==> config.mk <==
export PLATFORM = sky130hd
export DESIGN_NAME = prpd_fifo
export DESIGN_NICKNAME = d
export VERILOG_FILES = /design/src/prpd_pkg.sv /design/src/prpd_fifo.sv
export SDC_FILE = /design/constraint.sdc
export NUM_CORES = 1
export LEC_CHECK = 0
export ABC_AREA = 1
export ABC_CLOCK_PERIOD_IN_PS = 4380
export BUFFER_PORTS_ARGS = -buffer_cell sky130_fd_sc_hd__buf_2
export CORE_MARGIN = 8
export CORE_UTILIZATION = 40
export DETAILED_ROUTE_END_ITERATION = 6
export GPL_ROUTABILITY_DRIVEN = 0
export GPL_TIMING_DRIVEN = 0
export MAX_ROUTING_LAYER = met4
export PLACE_DENSITY = 0.59
export SLEW_MARGIN = 20
export SYNTH_ARGS = -nofsm -noshare
export SYNTH_HDL_FRONTEND = slang
export SYNTH_SLANG_ARGS = --single-unit
==> constraint.sdc <==
create_clock -name clk_i -period 4.38 [get_ports clk_i]
set_clock_uncertainty 0.2 [all_clocks]
set_input_delay 1.095 -clock clk_i [delete_from_list [all_inputs] [get_ports clk_i]]
set_output_delay 1.095 -clock clk_i [all_outputs]
set_load 0.01 [all_outputs]
==> src/prpd_pkg.sv <==
// Shared types and constants of the palette run-length pixel decoder.
`timescale 1ns / 1ps

package prpd_pkg;

  localparam int PALETTE_DEPTH         = 256;
  localparam int PAL_IDX_W             = 8;
  localparam int COLOR_W               = 32;
  localparam int BYTE_W                = 8;
  localparam int REP_W                 = 7;
  localparam int POS_OUT_W             = 16;
  localparam int MODE_W                = 3;
  localparam int FRAME_W               = 17;
  localparam int CFG_IDX_W             = 1;
  localparam int CFG_DATA_W            = 17;
  localparam int MAX_FRAME_PIXELS_DFLT = 65536;
  localparam int JOB_QUEUE_DEPTH       = 4;

  localparam logic [FRAME_W-1:0] FRAME_PIXELS_RST = 17'h10000;

  localparam logic [CFG_IDX_W-1:0] CFG_DECODE_MODE  = 1'b0;
  localparam logic [CFG_IDX_W-1:0] CFG_FRAME_PIXELS = 1'b1;

  typedef enum logic [MODE_W-1:0] {
    MODE_RLE127 = 3'd0,
    MODE_NIB    = 3'd1,
    MODE_CRUMB  = 3'd2,
    MODE_BIT    = 3'd3,
    MODE_BYTE   = 3'd4,
    MODE_RLE256 = 3'd5
  } mode_e;

  // What the back end does with a data byte
  typedef enum logic [2:0] {
    SHAPE_NONE,
    SHAPE_RUN,
    SHAPE_PACK4,
    SHAPE_PACK2,
    SHAPE_PACK1
  } shape_e;

  typedef struct packed {
    logic                 is_write;
    logic [PAL_IDX_W-1:0] pal_index;
    logic [COLOR_W-1:0]   color;
    logic [BYTE_W-1:0]    data;
    shape_e               shape;
    logic [REP_W-1:0]     count;
    logic                 last;
  } job_t;

endpackage

==> src/prpd_fifo.sv <==
// Short job queue between the byte parser and the pixel sequencer.
`timescale 1ns / 1ps

module prpd_fifo #(
  parameter int Depth = prpd_pkg::JOB_QUEUE_DEPTH
) (
  input  logic           clk_i,
  input  logic           rst_ni,
  input  logic           push_i,
  input  prpd_pkg::job_t job_i,
  output logic           full_o,
  input  logic           pop_i,
  output prpd_pkg::job_t job_o,
  output logic           empty_o
);
  import prpd_pkg::*;

  localparam int PtrW = (Depth > 1) ? $clog2(Depth) : 1;
  localparam int CntW = $clog2(Depth + 1);
  localparam logic [PtrW-1:0] LastPtr = PtrW'(Depth - 1);

  job_t            mem_q [Depth];
  logic [PtrW-1:0] wr_ptr_q, rd_ptr_q;
  logic [CntW-1:0] count_q;
  logic            wr_en, rd_en;

  assign full_o  = (count_q == CntW'(Depth));
  assign empty_o = (count_q == '0);
  assign wr_en   = push_i && !full_o;
  assign rd_en   = pop_i && !empty_o;
  assign job_o   = mem_q[rd_ptr_q];

  always_ff @(posedge clk_i) begin
    if (wr_en) begin
      mem_q[wr_ptr_q] <= job_i;
    end
  end

  always_ff @(posedge clk_i or negedge rst_ni) begin
    if (!rst_ni) begin
      wr_ptr_q <= '0;
      rd_ptr_q <= '0;
      count_q  <= '0;
    end else begin
      if (wr_en) begin
        wr_ptr_q <= (wr_ptr_q == LastPtr) ? '0 : wr_ptr_q + 1'b1;
      end
      if (rd_en) begin
        rd_ptr_q <= (rd_ptr_q == LastPtr) ? '0 : rd_ptr_q + 1'b1;
      end
      if (wr_en && !rd_en) begin
        count_q <= count_q + 1'b1;
      end else if (rd_en && !wr_en) begin
        count_q <= count_q - 1'b1;
      end
    end
  end

  a_count_bound: assert property (@(posedge clk_i) disable iff (!rst_ni)
    count_q <= CntW'(Depth))
    else $error("queue count above depth");

  a_empty_ptrs: assert property (@(posedge clk_i) disable iff (!rst_ni)
    empty_o |-> (rd_ptr_q == wr_ptr_q))
    else $error("empty queue with unequal pointers");

  a_full_ptrs: assert property (@(posedge clk_i) disable iff (!rst_ni)
    full_o |-> (rd_ptr_q == wr_ptr_q))
    else $error("full queue with unequal pointers");

endmodule

==> out/results.ini <==
[yosys]
synthTopCellsByArea=edfxtp_1 (70%), o211ai_2 (7.3%), nand2_1 (7.1%)
synth_top_area_share=0.697
ys_types=16
netlist_instances=761
synth_nets=832
synth_area_sq_um=10300
yosysWarningCount=0
seq_area_frac_synth=0.714
ys_ff_latch=247
synth.avg_cell_area_sq_um=13.6
yosys.area.top_type=edfxtp_1

[timing]
timing.final.ws_setup_ns=1.00
hold_violations=0
hold_ws_ns=0.193
worst_slew_pin_slew_ns=0.733
post-route-period-util=0.771
drv_slew=0
slew_headroom=0.510
fin_crit_ns=3.38
rsz0062_at_grt=false
setup_viol=0
setup_tns_ns=0
fmaxAchievable_mhz=296

[status]
outcome=finished, final reports clean

[global_routing]
antenna_found_initial=4
met2_usage=0.256
grt_pass1_vias=6138
grtUsageMet3=0.0290
grt_max_degree=24
grt_use_total=0.150
grt_pass1_wl_mm=35.0
gr-total-overflow=0
grtUsageMet1=0.181
busiest_layer=met2

[setup_path]
r2r_setup_slack_ns=1.99
worst_setup_path_end_kind=output port
required_ns=3.08
critPathKind=register to output port
r2r_start=count_q[0]$_DFFE_PN0P_
start_kind=register
r2r-end=mem_q[1][11]$_DFFE_PP_
critPathMaxFanout=10
r2r_cells=5
crit_arrival_ns=2.08

[floorplanning]
die_y_um=177
start_util=0.402
fp-row-count=59
die_w_um=177
die-area_sq_um=31200
ios=126
core_area_sq_um=25700

[flow_run]
drv_cap=0

[clocking]
cts_hold_buf=0
cts-root-buf=clkbuf_16
postCtsResizedCells=0
clock_sinks=247
max-clock-path-buffers=3
htreeDepth=1
insertion_delay_ns=0.52
cts_buffers=26
post_cts_buffers=0
tritoncts=built
clk_pin_slew_ns=0.06

[routing]
vias=5960
drc=0
ant_nets=0
vias_per_cell=4.65
wl_mm=22.7
wire_per_inst_um=17.7
drt_iter0_markers=304
firstDrtPassIters=4

[cells_and_area]
fillers=2279
final_area_sq_um=12500
drive_gt1_frac=0.288
area_growth_pct=20.5
layout.nets=996

[placed_design]
dp_worst_setup_slack_ns=1.35
dpl_cell_area_sq_um=11700
io_buffers=125
hpwl_mm=14.7

[worst_hold_path]
hold_path_class=primary input to asynchronous set/reset pin

[power_and_ir_drop]
p_per_area_nw_per_um2=684
ir_worst_vdd_mv=0.405
power.leakage_nw=5.03

[cell families (layout without fill, tap and decap cells)]
logic type,after synthesis,in the layout,share of synthesized area
AO/OA/AOI/OAI,121,121,0.117
XOR/XNOR,1,1,0.000848
adder cells (fa/ha/maj),7,7,0.00920
buffers and inverters,176,359,0.0818
flip-flops,247,247,0.714
other,0,4,0
AND/OR/NAND/NOR,209,209,0.0770
[cell usage in the layout, fill, tap and decap left out, types with 3 or more instances in the layout]
cell       count
clkbuf_1       9
inv_1        136
o211ai_1      60
buf_12         5
edfxtp_1     240
nor2_4         4
clkinv_2       3
clkbuf_16     27
diode_2        4
clkinv_1       6
nand3_1        7
nand2_1      195
buf_6         20
buf_2        144
buf_16         5
ha_1           6
dfrtp_1        7
o211ai_2      60
[per-stage QoR]
stage,instances,utilization,power [mW]
floorplan,761,-,5.30
global placement,1221,0.443,6.51
detailed placement,1232,0.454,6.64
CTS,1279,0.485,8.69
global route,1283,0.485,9.07
finish,1283,0.485,8.52
[cell usage after synthesis]
| cell | n |
|---|---|
| nand2_1 | 195 |
| dfrtp_1 | 7 |
| inv_1 | 136 |
| ha_1 | 6 |
| nor2_1 | 6 |
| nand3_1 | 7 |
| nand4_1 | 1 |
| fa_1 | 1 |
| buf_8 | 1 |
| o21ai_0 | 1 |
| buf_6 | 20 |
| o211ai_1 | 60 |
| buf_2 | 19 |
| xnor2_1 | 1 |
| o211ai_2 | 60 |
| edfxtp_1 | 240 |
[routing by layer]
| metal | up-vias | wire length, um |
|---|---|---|
| li1 | 2968 | - |
| met1 | 2828 | 9860 |
| met2 | 131 | 11300 |
| met3 | 33 | 1210 |
| met4 | 0 | 382 |
| met5 | - | 0 |
[critical path, cell delays in order (launching register included)]
cell,delay [ns]
dfrtp_1,0.38
buf_2,0.20
inv_1,0.23
buf_2,0.33
o211ai_1,0.14
nand2_1,0.12
buf_2,0.15
[worst max-delay path by stage]
stage | from | end | cells past startpoint
2_1_floorplan | push_i | mem_q[0][0]$_DFFE_PP_ | 2
3_3_place_gp | push_i | mem_q[3][27]$_DFFE_PP_ | 3
3_5_place_dp | push_i | mem_q[1][3]$_DFFE_PP_ | 4
4_1_cts | rd_ptr_q[1]$_DFFE_PN0P_ | job_o[52] | 6
5_1_grt | rd_ptr_q[1]$_DFFE_PN0P_ | job_o[40] | 6
6_report | rd_ptr_q[1]$_DFFE_PN0P_ | job_o[50] | 6
[where the power goes]
group / internal (mW) / leakage, nW / switching [mW] / total (mW)
Sequential: 3.10 / 2.28 / 0.120 / 3.22
Clock: 1.18 / 0.383 / 0.849 / 2.03
Combinational: 1.21 / 2.36 / 2.06 / 3.27
Total: 5.49 / 5.03 / 3.03 / 8.52
[sequential cells by signal, summed over array words and instances, names as in the netlist]
register	count
count_q	3
wr_ptr_q	2
rd_ptr_q	2
mem_q	240
[layout make-up]
class / count / area (sq um) / share of cell area
sequential: 247 / 7380 / 0.593
multi-input combinational: 338 / 2140 / 0.171
timing repair buffer: 136 / 878 / 0.0705
clock buffer: 36 / 709 / 0.0570
inverter: 136 / 510 / 0.0410
tap: 335 / 419 / 0.0336
buffer: 40 / 335 / 0.0269
clock inverter: 11 / 76.3 / 0.00613
antenna: 4 / 10.0 / 0.000804
Note: power is estimated with default switching activity, not from simulation.
