### src/prpd_pkg.sv
// Shared types and constants of the palette run-length pixel decoder.
`timescale 1ns / 1ps

package prpd_pkg;

  localparam int PALETTE_DEPTH         = 256;
  localparam int PAL_IDX_W             = 8;
  localparam int COLOR_W               = 32;
  localparam int BYTE_W                = 8;
  localparam int REP_W                 = 7;
  localparam int POS_OUT_W             = 16;
  localparam int MODE_W                = 3;
  localparam int FRAME_W               = 17;
  localparam int CFG_IDX_W             = 1;
  localparam int CFG_DATA_W            = 17;
  localparam int MAX_FRAME_PIXELS_DFLT = 65536;
  localparam int JOB_QUEUE_DEPTH       = 4;

  localparam logic [FRAME_W-1:0] FRAME_PIXELS_RST = 17'h10000;

  localparam logic [CFG_IDX_W-1:0] CFG_DECODE_MODE  = 1'b0;
  localparam logic [CFG_IDX_W-1:0] CFG_FRAME_PIXELS = 1'b1;

  typedef enum logic [MODE_W-1:0] {
    MODE_RLE127 = 3'd0,
    MODE_NIB    = 3'd1,
    MODE_CRUMB  = 3'd2,
    MODE_BIT    = 3'd3,
    MODE_BYTE   = 3'd4,
    MODE_RLE256 = 3'd5
  } mode_e;

  // What the back end does with a data byte
  typedef enum logic [2:0] {
    SHAPE_NONE,
    SHAPE_RUN,
    SHAPE_PACK4,
    SHAPE_PACK2,
    SHAPE_PACK1
  } shape_e;

  typedef struct packed {
    logic                 is_write;
    logic [PAL_IDX_W-1:0] pal_index;
    logic [COLOR_W-1:0]   color;
    logic [BYTE_W-1:0]    data;
    shape_e               shape;
    logic [REP_W-1:0]     count;
    logic                 last;
  } job_t;

endpackage

### src/prpd_if.sv
// Valid/ready channel interfaces: input items, result items, config writes.
`timescale 1ns / 1ps

interface prpd_in_if;
  logic                           valid;
  logic                           ready;
  logic                           command;
  logic [prpd_pkg::PAL_IDX_W-1:0] palette_index;
  logic [prpd_pkg::COLOR_W-1:0]   palette_color;
  logic [prpd_pkg::BYTE_W-1:0]    data_byte;
  logic                           last_byte;

  modport source (output valid, command, palette_index, palette_color, data_byte,
                  last_byte, input ready);
  modport sink (input valid, command, palette_index, palette_color, data_byte,
                last_byte, output ready);
endinterface


### src/prpd_front.sv
// Byte parser: accepts items, tracks run/literal state, queues decode jobs.
`timescale 1ns / 1ps

module prpd_front (
  input  logic                          clk_i,
  input  logic                          rst_ni,
  prpd_in_if.sink                       in_i,
  input  logic [prpd_pkg::MODE_W-1:0]   mode_i,
  input  logic                          full_i,
  output logic                          push_o,
  output prpd_pkg::job_t                job_o
);
  import prpd_pkg::*;

  typedef enum logic [1:0] {
    PH_CTRL,
    PH_RUN,
    PH_LIT
  } phase_e;

  phase_e           phase_q, phase_d;
  logic [REP_W-1:0] pend_q, pend_d;
  logic [REP_W-1:0] pend_dec;
  logic [BYTE_W-1:0] b;

  assign in_i.ready = !full_i;
  assign push_o     = in_i.valid && !full_i;
  assign b          = in_i.data_byte;
  assign pend_dec   = (pend_q != '0) ? pend_q - 1'b1 : '0;

  always_comb begin
    phase_d         = phase_q;
    pend_d          = pend_q;
    job_o.is_write  = !in_i.command;
    job_o.pal_index = in_i.palette_index;
    job_o.color     = in_i.palette_color;
    job_o.data      = b;
    job_o.shape     = SHAPE_NONE;
    job_o.count     = '0;
    job_o.last      = in_i.command && in_i.last_byte;

    if (in_i.command) begin
      case (mode_i)
        MODE_RLE127: begin
          if (phase_q != PH_CTRL) begin
            job_o.shape = SHAPE_RUN;
            job_o.count = pend_q;
            phase_d     = PH_CTRL;
            pend_d      = '0;
          end else if (!b[7]) begin
            job_o.shape = SHAPE_RUN;
            job_o.count = REP_W'(1);
          end else begin
            phase_d = PH_RUN;
            pend_d  = b[6:0];
          end
        end
        MODE_NIB:   job_o.shape = SHAPE_PACK4;
        MODE_CRUMB: job_o.shape = SHAPE_PACK2;
        MODE_BIT:   job_o.shape = SHAPE_PACK1;
        MODE_BYTE: begin
          job_o.shape = SHAPE_RUN;
          job_o.count = REP_W'(1);
        end
        MODE_RLE256: begin
          case (phase_q)
            PH_RUN: begin
              job_o.shape = SHAPE_RUN;
              job_o.count = pend_q;
              phase_d     = PH_CTRL;
              pend_d      = '0;
            end
            PH_LIT: begin
              job_o.shape = SHAPE_RUN;
              job_o.count = REP_W'(1);
              pend_d      = pend_dec;
              if (pend_dec == '0) begin
                phase_d = PH_CTRL;
              end
            end
            default: begin
              if (!b[7]) begin
                phase_d = PH_RUN;
                pend_d  = b[6:0];
              end else if (b[6:0] != '0) begin
                phase_d = PH_LIT;
                pend_d  = b[6:0];
              end else begin
                phase_d = PH_CTRL;
                pend_d  = '0;
              end
            end
          endcase
        end
        default: ;
      endcase

      if (in_i.last_byte) begin
        phase_d = PH_CTRL;
        pend_d  = '0;
      end
    end
  end

  always_ff @(posedge clk_i or negedge rst_ni) begin
    if (!rst_ni) begin
      phase_q <= PH_CTRL;
      pend_q  <= '0;
    end else if (push_o) begin
      phase_q <= phase_d;
      pend_q  <= pend_d;
    end
  end

  a_ctrl_no_pend: assert property (@(posedge clk_i) disable iff (!rst_ni)
    (phase_q == PH_CTRL) |-> (pend_q == '0))
    else $error("pending count left while expecting control byte");

  a_lit_pend: assert property (@(posedge clk_i) disable iff (!rst_ni)
    (phase_q == PH_LIT) |-> (pend_q != '0))
    else $error("literal group with nothing pending");

  a_last_clears: assert property (@(posedge clk_i) disable iff (!rst_ni)
    (push_o && in_i.command && in_i.last_byte) |=> (phase_q == PH_CTRL))
    else $error("parser not back to control after last byte");

endmodule

### src/flat_wrapper.sv
// flat-port wrapper written by rule: the top's interface ports become plain ports
module prpd_front_flat import prpd_pkg::*;
  (clk_i, rst_ni, mode_i, full_i, push_o, job_o, in_i_valid, in_i_command, in_i_palette_index, in_i_palette_color, in_i_data_byte, in_i_last_byte, in_i_ready);
  prpd_in_if in_i_i ();
  input  logic clk_i;
  input  logic rst_ni;
  input  logic [prpd_pkg::MODE_W-1:0] mode_i;
  input  logic full_i;
  output logic push_o;
  output prpd_pkg::job_t job_o;
  input wire logic [$bits(in_i_i.valid)-1:0] in_i_valid;
  input wire logic [$bits(in_i_i.command)-1:0] in_i_command;
  input wire logic [$bits(in_i_i.palette_index)-1:0] in_i_palette_index;
  input wire logic [$bits(in_i_i.palette_color)-1:0] in_i_palette_color;
  input wire logic [$bits(in_i_i.data_byte)-1:0] in_i_data_byte;
  input wire logic [$bits(in_i_i.last_byte)-1:0] in_i_last_byte;
  output wire logic [$bits(in_i_i.ready)-1:0] in_i_ready;
  assign in_i_i.valid = in_i_valid;
  assign in_i_i.command = in_i_command;
  assign in_i_i.palette_index = in_i_palette_index;
  assign in_i_i.palette_color = in_i_palette_color;
  assign in_i_i.data_byte = in_i_data_byte;
  assign in_i_i.last_byte = in_i_last_byte;
  assign in_i_ready = in_i_i.ready;
  prpd_front u_core (.clk_i(clk_i), .rst_ni(rst_ni), .in_i(in_i_i), .mode_i(mode_i), .full_i(full_i), .push_o(push_o), .job_o(job_o));
endmodule
### config.mk
export PLATFORM = sky130hd
export DESIGN_NAME = prpd_front_flat
export DESIGN_NICKNAME = d
export VERILOG_FILES = /design/src/prpd_pkg.sv /design/src/prpd_if.sv /design/src/prpd_front.sv /design/src/flat_wrapper.sv
export SDC_FILE = /design/constraint.sdc
export NUM_CORES = 1
export LEC_CHECK = 0
export BUFFER_PORTS_ARGS = -buffer_cell sky130_fd_sc_hd__buf_2
export CAP_MARGIN = 20
export CORE_MARGIN = 5
export CORE_UTILIZATION = 38
export DETAILED_ROUTE_END_ITERATION = 8
export MAX_ROUTING_LAYER = met4
export PLACE_DENSITY = 0.82
export SYNTH_ARGS = -nofsm -noshare
export SYNTH_HDL_FRONTEND = slang
export SYNTH_SLANG_ARGS = --single-unit
### constraint.sdc
create_clock -name clk_i -period 2.3 [get_ports clk_i]
set_input_delay 0.345 -clock clk_i [delete_from_list [all_inputs] [get_ports clk_i]]
set_output_delay 0.345 -clock clk_i [all_outputs]
set_load 0.05 [all_outputs]
==> impl_metrics.ini <==
[finish]
drive_gt1_frac = 0.307
num_antenna_cells = 0
area_delta_synth_final_pct = -4.75
stdcell_count = 212
fin_nets = 229
fillers = 369
utilization = 0.376

[logic_synthesis]
yosys.area.top_type = buf_4
yosys_warnings = 0
yosys-top-cells-area = buf_4 (28%), dfrtp_1 (17%), ha_1 (4.8%)
synth_cells = 173
ys_ff_latch = 9
syn_avg_cell_area_um2 = 7.61
ys_seq_area_frac = 0.171
ys_types = 41
syn_area_um2 = 1320
syn_nets = 235
synthDominantCellAreaShare = 0.279

[pwr]
switching_power_uw = 275
p_total_uw = 633
intPower_uw = 358
p_clk_frac = 0.186
p_leak_nw = 0.575
ir_drop_mv = 0.125
p_per_area_nw_per_um2 = 505
p_comb_frac = 0.498
p_sw_frac = 0.434
seq_power_share = 0.316

[place]
hpwl_um = 2330
placed_cells = 207
place_ws_ns = 0.303
place.gp.congestion = 0.834
numPortBuffers = 38

[critical_path]
crit_type = reg2out
timing.rr.start = u_core.pend_q[6]
cp-start-kind = register
crit_required_ns = 1.96
r2r-end = u_core.phase_q[0]
critPathMaxFanout = 7
crit_arrival_ns = 1.85
reg2regPathDepth = 5
worst_setup_path_end_kind = output pin
reg2reg_slack_ns = 0.31

[sta]
skew_ns = 0.00655
worst_pin_slew_ns = 0.414
fin_crit_ns = 2.19
rsz0062_at_grt = no
period_share = 0.953
maxSlewHeadroom = 0.722
finalSetupTns_ns = 0
timing.fmax_mhz = 456
finalSetupViolations = 0
hold_viol_final = 0
fin_ws_ns = 0.108
slew_violations = 0

[global_route]
antenna_found_initial = 0
grt_overflow = 0
grt_start_max_net_pins = 11
grt_use_total = 0.131
grt_pass1_wl_um = 4600
first_global_vias = 1018

[hold_path]
hold_start = in_i_data_byte[3]
whs_endpoint = u_core.pend_q[3]
hold-path-cell-count = 3
worstHoldPathType = in2reg

[clock_tree]
clock_path_buffers = 2
cts-htree-levels = 1
cts_inserted_buffers = 3
clock_latency_ns = 0.26
post-cts-setup-buffers = 0
cts_sinks = 9
clk_pin_slew_worst_paths_ns = 0.06
root_buffer = clkbuf_4
cts_tree = built

[floorplanning]
floorplan.rows = 21
ioPinCount = 119
start_util = 0.394
dieHeight_um = 68.9
die_area_um2 = 4740
die_w_um = 68.9
coreArea_um2 = 3340

[drt]
drt-initial-drc-count = 76
dr.pass1.iters = 5
drc = 0
vias = 1108
vias_per_cell = 5.23
ant_nets = 0
wirelength_um = 2900
wl_per_cell_um = 13.7

[flow_run]
max_cap_viol_count = 0

[outcome]
status = completed
## sequential cells by signal, indices dropped and copies added (netlist names)
| register | flops |
|---|---|
| u_core.phase_q | 2 |
| u_core.pend_q | 7 |
## layer usage
metal,global-route usage,vias up,share of wire
li1,-,539,-
met1,0.164,514,0.42
met2,0.199,47,0.46
met3,0.0340,8,0.099
met4,0.0560,0,0.017
met5,-,-,0
## cell usage in the layout (no fill, tap or decap), drive strengths merged, types with 2 or more instances in the layout
cell / instances
a211o: 2
a211oi: 2
a21oi: 8
a31oi: 2
a41oi: 2
and2: 7
buf: 38
clkbuf: 6
dfrtp: 9
ha: 5
inv: 9
mux2i: 2
nand2: 13
nor2: 14
nor3: 11
nor3b: 3
nor4: 2
o2111ai: 2
o21ai: 8
or3: 2
xnor2: 3
## how the worst max path moves through the flow
| stage | slack, ns | startpoint | endpoint |
|---|---|---|---|
| 6_report | 0.11 | u_core.phase_q[0] | job_o[4] |
| 5_1_grt | 0.0002 | u_core.phase_q[1] | job_o[1] |
| 4_1_cts | 0.02 | u_core.phase_q[0] | job_o[1] |
| 3_5_place_dp | 0.30 | u_core.phase_q[0] | job_o[1] |
| 3_3_place_gp | 0.35 | u_core.phase_q[1] | job_o[1] |
| 2_1_floorplan | -0.02 | u_core.phase_q[0] | job_o[2] |
## stage by stage
step,area (µm²),hold slack (ns)
2_1_floorplan,1320,0.0494
3_3_place_gp,1200,0.205
3_5_place_dp,1200,0.207
4_1_cts,1240,0.409
5_1_grt,1250,0.442
6_report,1250,0.408
## power groups by stage
stage | clock network, mW | registers (mW) | logic, mW
floorplan | 0 | 0.194 | 0.433
global placement | 0 | 0.199 | 0.304
detailed placement | 0 | 0.202 | 0.308
CTS | 0.123 | 0.199 | 0.310
global route | 0.134 | 0.202 | 0.350
finish | 0.118 | 0.200 | 0.315
## worst max-delay path, cell delays in order, from the launching register on
cell and delay, ns:
dfrtp_1 0.38, inv_1 0.08, ha_2 0.38, a31oi_1 0.13, nor2_1 0.21, and2_1 0.16
buf_2 0.26
## cell families after synthesis
logic type | count (synthesis) | synth area share
AND/OR/NAND/NOR | 60 | 0.244
AO/OA/AOI/OAI | 32 | 0.178
XOR/XNOR | 3 | 0.0200
adder cells (fa/ha/maj) | 5 | 0.0475
flip-flops | 9 | 0.171
buffers and inverters | 61 | 0.316
multiplexers | 3 | 0.0238
## Yosys cell counts, drive strengths merged
library cell,number
a211o,2
a211oi,2
a21oi,8
a22oi,1
a311oi,1
a31oi,2
a41oi,2
and2,7
and2b,1
buf,51
clkbuf,1
dfrtp,9
ha,5
inv,9
mux2,1
mux2i,2
nand2,13
nand2b,1
nand3,1
nand3b,1
nand4b,1
nor2,14
nor2b,1
nor3,11
nor3b,3
nor4,2
nor4b,1
nor4bb,1
o2111ai,2
o211a,1
o211ai,1
o21ai,8
o221ai,1
o22ai,1
or3,2
xnor2,3
## cell type report
cell class                      count  area [µm²]  area share
Timing Repair Buffer               41         226       0.181
Multi-Input combinational cell    103         684       0.546
Tap cell                           46        57.6      0.0459
Sequential cell                     9         225       0.180
Inverter                            9        33.8      0.0269
Clock buffer                        4        26.3      0.0210
## repair_timing
item | 4_1_cts | 5_1_grt
setup endpoints to repair | 0 | 5
gates resized for setup | 0 | 6
endpoints found under the hold margin | 9 | 0
hold buffers | 1 | 0
No activity file was read; power rests on OpenSTA's default activity.
